File: config.mk
export PLATFORM = sky130hd
export DESIGN_NAME = mecanum_wheel_slew_kinematics
export DESIGN_NICKNAME = d
export VERILOG_FILES = /design/src/rtl/core/mwsk_pkg.sv /design/src/rtl/core/mecanum_wheel_slew_kinematics.sv /design/src/rtl/core/mwsk_mul.sv
export SDC_FILE = /design/constraint.sdc
export NUM_CORES = 2
export LEC_CHECK = 0
export ABC_AREA = 1
export BUFFER_PORTS_ARGS = -buffer_cell sky130_fd_sc_hd__buf_4
export CAP_MARGIN = 20
export CORE_MARGIN = 8
export CORE_UTILIZATION = 65
export DETAILED_ROUTE_END_ITERATION = 7
export PLACE_DENSITY = 0.81
export SLEW_MARGIN = 25
export SYNTH_ARGS = -nofsm -noshare
export SYNTH_HDL_FRONTEND = slang
export SYNTH_HIERARCHICAL = 1
export SYNTH_SLANG_ARGS = --single-unit
File: constraint.sdc
create_clock -name i_clk -period 23.8 [get_ports i_clk]
set_input_delay 2.38 -clock i_clk [delete_from_list [all_inputs] [get_ports i_clk]]
set_output_delay 2.38 -clock i_clk [all_outputs]
set_load 0.005 [all_outputs]
File: src/rtl/core/mwsk_pkg.sv
// Shared widths, register indexes and sign tables for the mecanum slew kinematics block.
package mwsk_pkg;

    // Payload and register widths
    localparam int CMD_W   = 15;
    localparam int OUT_W   = 24;
    localparam int GAIN_W  = 16;
    localparam int LIM_W   = 21;
    localparam int COEF_W  = 24;
    localparam int CFG_W   = 24;
    localparam int CFG_AW  = 3;

    // Internal widths: stored speed fits +/- (2^21 - 1), error and sums fit 24 bits
    localparam int SPD_W   = 22;
    localparam int ERR_W   = 24;
    localparam int MOP_W   = 25;
    localparam int PROD_W  = 2 * MOP_W;

    // Register reset values
    localparam logic [GAIN_W-1:0] GAIN_RST  = 16'd655;
    localparam logic [LIM_W-1:0]  LIM_RST   = 21'd7680;
    localparam logic [LIM_W-1:0]  MAXR_RST  = 21'd1447091;
    localparam logic [COEF_W-1:0] LINC_RST  = 24'd115478;
    localparam logic [COEF_W-1:0] ANGC_RST  = 24'd218708;

    // Configuration register indexes
    typedef enum logic [CFG_AW-1:0] {
        REG_KP_DT_GAIN   = 3'd0,
        REG_STEP_LIMIT   = 3'd1,
        REG_MAX_RPM      = 3'd2,
        REG_LINEAR_COEF  = 3'd3,
        REG_ANGULAR_COEF = 3'd4
    } t_reg_idx;

    // Result slots
    localparam logic [1:0] OUT_VX  = 2'd0;
    localparam logic [1:0] OUT_VY  = 2'd1;
    localparam logic [1:0] OUT_YAW = 2'd2;

    // Wheels 1 and 2 have their command negated
    localparam logic [3:0] WHEEL_NEG = 4'b0110;

    // Per result: bit i set means wheel i enters the sum negated
    function automatic logic [3:0] out_neg(input logic [1:0] k);
        logic [3:0] m;
        case (k)
            OUT_VX:  m = 4'b0000;
            OUT_VY:  m = 4'b0101;
            OUT_YAW: m = 4'b1001;
            default: m = 4'b0000;
        endcase
        return m;
    endfunction

endpackage

File: src/rtl/core/mecanum_wheel_slew_kinematics.sv
// Top level: slew-limited wheel speed tracking and mecanum forward kinematics.
//
//  channel | signals                                    | direction
//  --------+--------------------------------------------+----------
//  in      | i_in_valid, o_in_ready, i_cmd_wheel_[a..d] | to block
//  out     | o_out_valid, i_out_ready, o_vel_x/y, o_yaw | from block
//  cfg     | i_cfg_we, i_cfg_idx, i_cfg_data            | to block
//
// An item steps from transfer to result through error, multiply and update for each wheel,
// then sum, multiply and round for each result, all on one 25x25 multiplier, and a final
// load of the output register. The next item can be taken in the cycle after that load.
// Reset is synchronous and active low; stored wheel speeds clear to zero.
// A result waits in the output register; a new item is still taken meanwhile,
// and its final load waits until the output register is free.
module mecanum_wheel_slew_kinematics (
    input  logic                                i_clk,
    input  logic                                i_rst_n,
    // input channel
    input  logic                                i_in_valid,
    output logic                                o_in_ready,
    input  logic signed [mwsk_pkg::CMD_W-1:0]   i_cmd_wheel_a,
    input  logic signed [mwsk_pkg::CMD_W-1:0]   i_cmd_wheel_b,
    input  logic signed [mwsk_pkg::CMD_W-1:0]   i_cmd_wheel_c,
    input  logic signed [mwsk_pkg::CMD_W-1:0]   i_cmd_wheel_d,
    // output channel
    output logic                                o_out_valid,
    input  logic                                i_out_ready,
    output logic signed [mwsk_pkg::OUT_W-1:0]   o_vel_x,
    output logic signed [mwsk_pkg::OUT_W-1:0]   o_vel_y,
    output logic signed [mwsk_pkg::OUT_W-1:0]   o_yaw_rate,
    // configuration
    input  logic                                i_cfg_we,
    input  logic [mwsk_pkg::CFG_AW-1:0]         i_cfg_idx,
    input  logic [mwsk_pkg::CFG_W-1:0]          i_cfg_data
);

    typedef enum logic [7:0] {
        S_IDLE = 8'b0000_0001,
        S_ERR  = 8'b0000_0010,
        S_MUL  = 8'b0000_0100,
        S_UPD  = 8'b0000_1000,
        S_SUM  = 8'b0001_0000,
        S_OMUL = 8'b0010_0000,
        S_ORND = 8'b0100_0000,
        S_DONE = 8'b1000_0000
    } t_state;

    t_state r_state, n_state;
    logic [1:0] r_idx, n_idx;

    // Configuration registers
    logic [mwsk_pkg::GAIN_W-1:0] r_gain;
    logic [mwsk_pkg::LIM_W-1:0]  r_lim;
    logic [mwsk_pkg::LIM_W-1:0]  r_maxr;
    logic [mwsk_pkg::COEF_W-1:0] r_linc;
    logic [mwsk_pkg::COEF_W-1:0] r_angc;

    // Datapath registers
    logic signed [mwsk_pkg::CMD_W-1:0] r_cmd [4];
    logic signed [mwsk_pkg::SPD_W-1:0] r_w   [4];
    logic signed [mwsk_pkg::ERR_W-1:0] r_err;
    logic signed [mwsk_pkg::ERR_W-1:0] r_sum;
    logic signed [mwsk_pkg::OUT_W-1:0] r_res [3];
    logic signed [mwsk_pkg::OUT_W-1:0] r_vx, r_vy, r_yaw;
    logic                              r_out_valid;

    // Multiplier hookup
    logic                                  mul_en;
    logic signed [mwsk_pkg::MOP_W-1:0]     mul_a, mul_b;
    logic signed [mwsk_pkg::PROD_W-1:0]    mul_p;

    // Combinational datapath signals
    logic signed [mwsk_pkg::CMD_W-1:0]  cmd_sel;
    logic signed [mwsk_pkg::SPD_W-1:0]  w_sel;
    logic signed [mwsk_pkg::ERR_W-1:0]  cmd_ext, cmd_q, err;
    logic signed [mwsk_pkg::ERR_W-1:0]  err_mag, lim_ext, step;
    logic                               over;
    logic signed [41:0]                 step_rnd;
    logic signed [mwsk_pkg::MOP_W-1:0]  nw, top;
    logic signed [mwsk_pkg::SPD_W-1:0]  w_new;
    logic signed [mwsk_pkg::ERR_W-1:0]  sum;
    logic [3:0]                         neg_mask;
    logic signed [mwsk_pkg::PROD_W-1:0] out_rnd;
    logic signed [25:0]                 out_q;
    logic signed [mwsk_pkg::OUT_W-1:0]  out_sat;
    logic                               in_xfer, load_out;

    assign o_in_ready = (r_state == S_IDLE);
    assign in_xfer    = i_in_valid && o_in_ready;
    assign load_out   = (r_state == S_DONE) && (!r_out_valid || i_out_ready);

    // Error of the selected wheel against its Q.8 command
    always_comb begin
        cmd_sel = r_cmd[r_idx];
        w_sel   = r_w[r_idx];
        cmd_ext = {{(mwsk_pkg::ERR_W - mwsk_pkg::CMD_W){cmd_sel[mwsk_pkg::CMD_W-1]}}, cmd_sel};
        if (mwsk_pkg::WHEEL_NEG[r_idx]) begin
            cmd_ext = -cmd_ext;
        end
        cmd_q = {cmd_ext[mwsk_pkg::ERR_W-9:0], 8'h00};
        err   = cmd_q - {{(mwsk_pkg::ERR_W - mwsk_pkg::SPD_W){w_sel[mwsk_pkg::SPD_W-1]}}, w_sel};
    end

    // Step selection and speed clamp
    always_comb begin
        err_mag  = r_err[mwsk_pkg::ERR_W-1] ? -r_err : r_err;
        lim_ext  = {{(mwsk_pkg::ERR_W - mwsk_pkg::LIM_W){1'b0}}, r_lim};
        over     = err_mag > lim_ext;
        step_rnd = mul_p[41:0] + 42'sd32768;
        if (over) begin
            step = r_err[mwsk_pkg::ERR_W-1] ? -lim_ext : lim_ext;
        end else begin
            step = step_rnd[39:16];
        end
        nw  = {{(mwsk_pkg::MOP_W - mwsk_pkg::SPD_W){w_sel[mwsk_pkg::SPD_W-1]}}, w_sel}
            + {{(mwsk_pkg::MOP_W - mwsk_pkg::ERR_W){step[mwsk_pkg::ERR_W-1]}}, step};
        top = {{(mwsk_pkg::MOP_W - mwsk_pkg::LIM_W){1'b0}}, r_maxr};
        if (nw > top) begin
            nw = top;
        end else if (nw < -top) begin
            nw = -top;
        end
        w_new = nw[mwsk_pkg::SPD_W-1:0];
    end

    // Signed wheel sum for the current result
    always_comb begin
        neg_mask = mwsk_pkg::out_neg(r_idx);
        sum      = '0;
        for (int i = 0; i < 4; i++) begin
            if (neg_mask[i]) begin
                sum = sum - {{(mwsk_pkg::ERR_W - mwsk_pkg::SPD_W){r_w[i][mwsk_pkg::SPD_W-1]}},
                             r_w[i]};
            end else begin
                sum = sum + {{(mwsk_pkg::ERR_W - mwsk_pkg::SPD_W){r_w[i][mwsk_pkg::SPD_W-1]}},
                             r_w[i]};
            end
        end
    end

    // Q.40 to Q.16 with round half up, then saturate
    always_comb begin
        out_rnd = mul_p + 50'sd8388608;
        out_q   = out_rnd[49:24];
        if (out_q > 26'sd8388607) begin
            out_sat = 24'sh7FFFFF;
        end else if (out_q < -26'sd8388608) begin
            out_sat = 24'sh800000;
        end else begin
            out_sat = out_q[mwsk_pkg::OUT_W-1:0];
        end
    end

    // Multiplier operand select
    always_comb begin
        mul_en = (r_state == S_MUL) || (r_state == S_OMUL);
        if (r_state == S_MUL) begin
            mul_a = {r_err[mwsk_pkg::ERR_W-1], r_err};
            mul_b = {{(mwsk_pkg::MOP_W - mwsk_pkg::GAIN_W){1'b0}}, r_gain};
        end else begin
            mul_a = {r_sum[mwsk_pkg::ERR_W-1], r_sum};
            mul_b = (r_idx == mwsk_pkg::OUT_YAW) ? {1'b0, r_angc} : {1'b0, r_linc};
        end
    end

    mwsk_mul u_mul (
        .i_clk (i_clk),
        .i_en  (mul_en),
        .i_a   (mul_a),
        .i_b   (mul_b),
        .o_p   (mul_p)
    );

    // Sequencer
    always_comb begin
        n_state = r_state;
        n_idx   = r_idx;
        unique case (r_state)
            S_IDLE: begin
                if (i_in_valid) begin
                    n_state = S_ERR;
                    n_idx   = 2'd0;
                end
            end
            S_ERR:  n_state = S_MUL;
            S_MUL:  n_state = S_UPD;
            S_UPD: begin
                n_idx = r_idx + 2'd1;
                n_state = (r_idx == 2'd3) ? S_SUM : S_ERR;
            end
            S_SUM:  n_state = S_OMUL;
            S_OMUL: n_state = S_ORND;
            S_ORND: begin
                if (r_idx == mwsk_pkg::OUT_YAW) begin
                    n_idx   = 2'd0;
                    n_state = S_DONE;
                end else begin
                    n_idx   = r_idx + 2'd1;
                    n_state = S_SUM;
                end
            end
            S_DONE: begin
                if (load_out) begin
                    n_state = S_IDLE;
                end
            end
            default: n_state = S_IDLE;
        endcase
    end

    // Control state
    always_ff @(posedge i_clk) begin
        if (!i_rst_n) begin
            r_state     <= S_IDLE;
            r_idx       <= 2'd0;
            r_out_valid <= 1'b0;
        end else begin
            r_state <= n_state;
            r_idx   <= n_idx;
            if (load_out) begin
                r_out_valid <= 1'b1;
            end else if (i_out_ready) begin
                r_out_valid <= 1'b0;
            end
        end
    end

    // Configuration writes
    always_ff @(posedge i_clk) begin
        if (!i_rst_n) begin
            r_gain <= mwsk_pkg::GAIN_RST;
            r_lim  <= mwsk_pkg::LIM_RST;
            r_maxr <= mwsk_pkg::MAXR_RST;
            r_linc <= mwsk_pkg::LINC_RST;
            r_angc <= mwsk_pkg::ANGC_RST;
        end else if (i_cfg_we) begin
            unique case (i_cfg_idx)
                mwsk_pkg::REG_KP_DT_GAIN:   r_gain <= i_cfg_data[mwsk_pkg::GAIN_W-1:0];
                mwsk_pkg::REG_STEP_LIMIT:   r_lim  <= i_cfg_data[mwsk_pkg::LIM_W-1:0];
                mwsk_pkg::REG_MAX_RPM:      r_maxr <= i_cfg_data[mwsk_pkg::LIM_W-1:0];
                mwsk_pkg::REG_LINEAR_COEF:  r_linc <= i_cfg_data[mwsk_pkg::COEF_W-1:0];
                mwsk_pkg::REG_ANGULAR_COEF: r_angc <= i_cfg_data[mwsk_pkg::COEF_W-1:0];
                default: ;
            endcase
        end
    end

    // Stored wheel speeds
    always_ff @(posedge i_clk) begin
        if (!i_rst_n) begin
            for (int i = 0; i < 4; i++) begin
                r_w[i] <= '0;
            end
        end else if (r_state == S_UPD) begin
            r_w[r_idx] <= w_new;
        end
    end

    // Payload registers
    always_ff @(posedge i_clk) begin
        if (in_xfer) begin
            r_cmd[0] <= i_cmd_wheel_a;
            r_cmd[1] <= i_cmd_wheel_b;
            r_cmd[2] <= i_cmd_wheel_c;
            r_cmd[3] <= i_cmd_wheel_d;
        end
        if (r_state == S_ERR) begin
            r_err <= err;
        end
        if (r_state == S_SUM) begin
            r_sum <= sum;
        end
        if (r_state == S_ORND) begin
            r_res[r_idx] <= out_sat;
        end
        if (load_out) begin
            r_vx  <= r_res[0];
            r_vy  <= r_res[1];
            r_yaw <= r_res[2];
        end
    end

    assign o_out_valid = r_out_valid;
    assign o_vel_x     = r_vx;
    assign o_vel_y     = r_vy;
    assign o_yaw_rate  = r_yaw;

    // Checks
    a_start: assert property (@(posedge i_clk) disable iff (!i_rst_n)
        in_xfer |=> (r_state == S_ERR) && (r_idx == 2'd0))
        else $error("item transfer did not start wheel 0");

    a_wheels_done: assert property (@(posedge i_clk) disable iff (!i_rst_n)
        (r_state == S_UPD) && (r_idx == 2'd3) |=> (r_state == S_SUM) && (r_idx == 2'd0))
        else $error("kinematics did not follow the last wheel update");

    a_result_src: assert property (@(posedge i_clk) disable iff (!i_rst_n)
        $rose(o_out_valid) |-> $past(r_state == S_DONE))
        else $error("result shown without a finished item");

endmodule

File: src/rtl/core/mwsk_mul.sv
// Shared registered signed multiplier used for both the slew gain and the kinematics.
module mwsk_mul (
    input  logic                                 i_clk,
    input  logic                                 i_en,
    input  logic signed [mwsk_pkg::MOP_W-1:0]    i_a,
    input  logic signed [mwsk_pkg::MOP_W-1:0]    i_b,
    output logic signed [mwsk_pkg::PROD_W-1:0]   o_p
);

    logic signed [mwsk_pkg::PROD_W-1:0] r_p;
    logic signed [mwsk_pkg::PROD_W-1:0] n_p;

    // One product per enabled cycle
    always_comb begin
        n_p = i_a * i_b;
    end

    always_ff @(posedge i_clk) begin
        if (i_en) begin
            r_p <= n_p;
        end
    end

    assign o_p = r_p;

endmodule

; After elaboration in Yosys (flattened, before gate mapping)
; Memories as Yosys holds them, arrays and structs flattened. A register that Yosys moved wholly into a read port is not among the register bits.
; Index checks and enable logic that the tools add are counted.
[word_totals]
reg_bits = 215
latchBits = 0
ram_bits = 220
mem_bits_ro = 0
input_bits = 92
output_inout_bits = 74
n_memories = 3
[classes]
addsub = 16
multipliers = 1
n_div = 0
n_lt_le_gt_ge = 6
eq_ne = 17
shifts = 0
mux = 43
n_bitwise = 0
reduce_logical = 16
[mem_list]
columns = memory, depth, width, rd, rd_clocked_by_memory_dff, write_ports, line_no
row1 = r_w, 4, 22, 5, 1, 4, mecanum_wheel_slew_kinematics.sv:60  ; logic signed [mwsk_pkg::SPD_W-1:0] r_w [4];
row2 = r_res, 3, 24, 3, 3, 1, mecanum_wheel_slew_kinematics.sv:63  ; logic signed [mwsk_pkg::OUT_W-1:0] r_res [3];
row3 = r_cmd, 4, 15, 1, 1, 4, mecanum_wheel_slew_kinematics.sv:59  ; logic signed [mwsk_pkg::CMD_W-1:0] r_cmd [4];
[op_table]
columns = op, count
row1 = two-way mux 24 bit, 11
row2 = subtractor 24 bit, 4
row3 = adder 24 bit, 3
row4 = two-way mux 22 bit, 3
row5 = case mux 8 bit (8 select lines), 1
row6 = adder 50 x 25 -> 50 bit (second input constant), 1
row7 = multiplier 25 x 25 -> 50 bit, 1
row8 = adder 40 x 16 -> 40 bit (second input constant), 1
row9 = greater-than comparator 26 x 24 -> 1 bit (second input constant), 1
row10 = less-than comparator 26 x 24 -> 1 bit (second input constant), 1
row11 = adder 22 x 24 -> 25 bit, 1
row12 = greater-than comparator 25 x 22 -> 1 bit, 1
row13 = less-than comparator 25 bit, 1
row14 = two-way mux 25 bit, 1
row15 = negator 21 -> 25 bit, 1
row16 = greater-than comparator 24 x 22 -> 1 bit, 1
row17 = two-way mux 8 bit, 3
row18 = negator 21 -> 24 bit, 1
row19 = negator 24 bit, 1
row20 = subtractor 1 x 22 -> 23 bit (first input constant), 1
row21 = OR reduction 22 bit, 1
row22 = two-way mux 16 bit, 1
row23 = negator 15 -> 16 bit, 1
row24 = two-way mux 2 bit, 7
row25 = 28 further kinds, 50

; Longest topological paths before layout
[logic_depth]
ltp_word = 9
depth_mapped = 57
depth_no_buf = 55

; Hierarchy
; The synthesis kept the hierarchy.
[modules_own_cells]
columns = module, n_inst, cells_each, area_each_um2, seq_area_each_um2
row1 = mecanum_wheel_slew_kinematics, 1, 3739, 29933.7, 12592.1
row2 = mwsk_mul, 1, 3421, 26595.5, 1501.4

; Worst setup path after synthesis
; OpenSTA, ideal clock, no wires.
[synth_path]
path_kind = register to register
start = register r_idx[0]
end = register u_mul.r_p (netlist bit u_mul/o_p[49]), data pin
setup_time_ns = 0.252
t_arrival_ns = 7.804
required_time_ns = 23.548
setup_slack_ns = 15.744
stages_incl_launch_ff = 34
n_path_buf = 5
synth_period_minus_slack_ns = 8.056
path_cell_list = dfxtp_1 > inv_1 > ha_1 > clkbuf_1 > inv_1 > clkbuf_1 > clkbuf_1 > nand2_1 > a31oi_1 > clkbuf_1 > clkbuf_1 > nand2_1 > fa_1 > inv_1 > fa_1 > inv_1 > fa_1 > fa_1 > fa_1 > fa_1 > fa_1 > inv_1 > ha_1 > nand2_2 > nor2_1 > inv_1 > nor2_1 > nand3_1 > nor2_1 > nand2_1 > nand3_1 > inv_1 > nand2_1 > nand2_1
[synth_via]
elab_chain_len = 4
[synth_rtl]
columns = element, line_no
row1 = start: declaration, mecanum_wheel_slew_kinematics.sv:49  ; logic [1:0] r_idx, n_idx;
row2 = start signal: assignment, mecanum_wheel_slew_kinematics.sv:219  ; r_idx <= n_idx;
row3 = == test 2 bit, mecanum_wheel_slew_kinematics.sv:162  ; mul_b = (r_idx == mwsk_pkg::OUT_YAW) ? {1'b0, r_angc} : {1'b0, r_linc};
row4 = two-way mux 24 bit, mecanum_wheel_slew_kinematics.sv:162
row5 = two-way mux 24 bit, mecanum_wheel_slew_kinematics.sv:157  ; if (r_state == S_MUL) begin
row6 = via mul_b (one bit), mecanum_wheel_slew_kinematics.sv:69  ; logic signed [mwsk_pkg::MOP_W-1:0] mul_a, mul_b;
row7 = multiplier 25 x 25 -> 50 bit, mwsk_mul.sv:15  ; n_p = i_a * i_b;
row8 = via u_mul.n_p (one bit), mwsk_mul.sv:11  ; logic signed [mwsk_pkg::PROD_W-1:0] n_p;
row9 = end signal: assignment, mwsk_mul.sv:20  ; r_p <= n_p;
row10 = end: declaration, mwsk_mul.sv:10  ; logic signed [mwsk_pkg::PROD_W-1:0] r_p;
; The timed path passes the listed nets, and every way through them passes these cells.
; A chain may end at the register's enable or synchronous reset.

; Worst setup path in the final report
[layout_path]
start = register r_idx[0]
end = register u_mul.r_p (netlist bit u_mul/o_p[39]), data pin
; Same word-level chain as after synthesis.

==> results by group <==
Floorplanning
  – Die area: around 0.096 mm2
  – Initial Utilization: 0.6565
  – Die Height: 309.5 um
  – Site Rows: ~110
  – Die width: 309.5 um
  – I/O pins: 166
  – Core footprint: 0.08528 mm2

Routing
  – Antenna viol nets, final: 0
  – Drt total wl: ~170,000 um
  – WL per Instance: slightly above 20 um
  – DRC viols: 0
  – Vias per inst: 5.743
  – First drt pass iteration count: 8
  – Total vias in the final route: a little under 50,000
  – Initial DRC count: about 5,300

Clock network
  – Htree depth: 2
  – Clk sink count: 494
  – Cts bufs inserted: between 50 and 60
  – Clock latency at the later pin of the worst-skew pair: 630 ps
  – Clk root buf: clkbuf_16
  – CTS tree: built
  – CTS Buffer Depth: 3
  – CTS resizes: 0
  – Setup bufs post-CTS: 0
  – # hold bufs at CTS: 0
  – Clock slew at reported path FFs: about 70 ps

Yosys
  – Mapped cell area: 0.05598 mm2
  – Syn_area_per_cell: about 8 um2
  – Yosys warns: 6
  – Post-synthesis cell count: 7,133

Timing
  – Final Cycle Share: 0.4101
  – Post-Route Setup TNS: 0 ps
  – Slew Limit Headroom: 0.2402
  – Clock Skews: 29.19 ps
  – Worst-Margin Slew: 1137 ps
  – Final Hold Vio Count: 0
  – Slew Viols, Final: 0
  – Tmin final: 9760 ps
  – F_max: just over 100 MHz
  – RSZ-0062 raised after global routing: false
  – # setup viols final: 0

Critical path
  – WP data required: 24,170 ps
  – Type of origin of the critical path: flip-flop
  – R2R setup slack: 14,040 ps
  – R2R Path Start: r_idx[0]
  – R2r endpoint: u_mul/o_p[39]
  – Worst path slowest cell: fa_1
  – Worst-path fanout max: 44
  – CP arrival: slightly above 10,000 ps
  – Crit path kind: reg2reg
  – R2R depth: 29
  – Slowest stage delay, CP: 990 ps
  – CP endpoint kind: flip-flop

Placement
  – I/O Buffers: 165
  – Dpl hpwl: 136,100 um
  – Placer Congestion: 1.014

Cells and area
  – Layout area overhead: 7.840%
  – Layout cells sized above 1: 0.06459
  – Multi-input gate area: 0.03551 mm2
  – Filler Cells Inserted: 6,782
  – Storage element area: 0.01365 mm2
  – Final nets: 8,258

Flow run
  – Max cap viols: 0

Global routing
  – Antenna violations before repair: 8
  – Total track usage: 0.3612
  – Largest net degree at the start of global routing: between 90 and 100
  – Grt total ovfl: 0
  – First-pass GRT wire length: 267,900 um
  – Vias in the first global route: 47,820

Min path
  – WHS Path Cells: 0
  – Min-Delay Path Class: reg2reg
  – WHS Endpoint: o_yaw_rate[0]
  – Hold Crit Start: r_res[2][0]

Run status
  – Status: finished, final reports clean
through the flow:
step                area (um2)  setup slack (ps)  std cells  hold slack, ps  utilization
finish                   60370             14040       8362           417.2       0.7079
global route             60370             13550       8359           421.3       0.7078
CTS                      60340             14270       8359           418.3       0.7076
detailed placement       58540             14290       8263           404.5       0.6865
global placement         58530             14430       8263           400.0       0.6864
floorplan                55990             15740       7134           400.3            -
layout by cell type (no fill, tap or decap), drive strengths merged, types with 72 or more instances in the layout:
cell type	n
ha	331
fa	662
nor3	72
nor2	562
inv	1646
dfxtp	119
nand2	1735
o21ai	260
buf	240
a21oi	278
xor2	233
nand3	283
edfxtp	375
registers in the layout, indices dropped and copies added (netlist names), named ones only:
name and count:
r_angc 24, r_gain 16, r_idx 2, r_res 72, u_mul/o_p 35, r_lim 21, r_err 24, r_sum 24
r_w 88, r_cmd 60, o_out_valid 1, o_vel_y 24, o_vel_x 24, r_maxr 21, o_yaw_rate 24, r_linc 24
r_state 8
worst max path at each step:
stage	startpoint	cells after the start	slack (ps)	endpoint
after global routing	r_err[0]	45	13550	r_w[0][21]
after floorplan	r_idx[0]	33	15740	u_mul/o_p[49]
after global placement	r_idx[0]	29	14430	u_mul/o_p[39]
after detailed placement	r_idx[0]	29	14290	u_mul/o_p[39]
final	r_idx[0]	29	14040	u_mul/o_p[39]
after CTS	r_idx[0]	29	14270	u_mul/o_p[39]
area by class of cell:
| type | count | share of cell area |
|---|---|---|
| diodes | 3 | 0.0001243 |
| clock buffers | 67 | 0.02369 |
| inverters | 1646 | 0.1023 |
| flip-flops and latches | 494 | 0.2260 |
| multi-input cells | 4739 | 0.5882 |
| clock inverters | 29 | 0.006093 |
| well taps | 1144 | 0.02371 |
| repair buffers | 240 | 0.02984 |
layer usage:
layer / vias up / share of wire / GRT usage
li1: 21780 / - / -
met1: 22880 / 0.40 / 0.4994
met2: 2866 / 0.42 / 0.5448
met3: 482 / 0.13 / 0.1054
met4: 14 / 0.040 / 0.1254
met5: - / 0.00050 / 0
critical path, delay by kind of cell (launching register included):
family	cells	cell delay, ps
AOI/OAI and AO/OA	1	100
adders and majority gates	9	5100
buffers and inverters	10	2310
DFF	1	400
and+or+nand+nor	9	1560
Power is left out: the tool's default activity adds up to more than one toggle a clock period on the data nets, which glitch-free logic cannot reach.
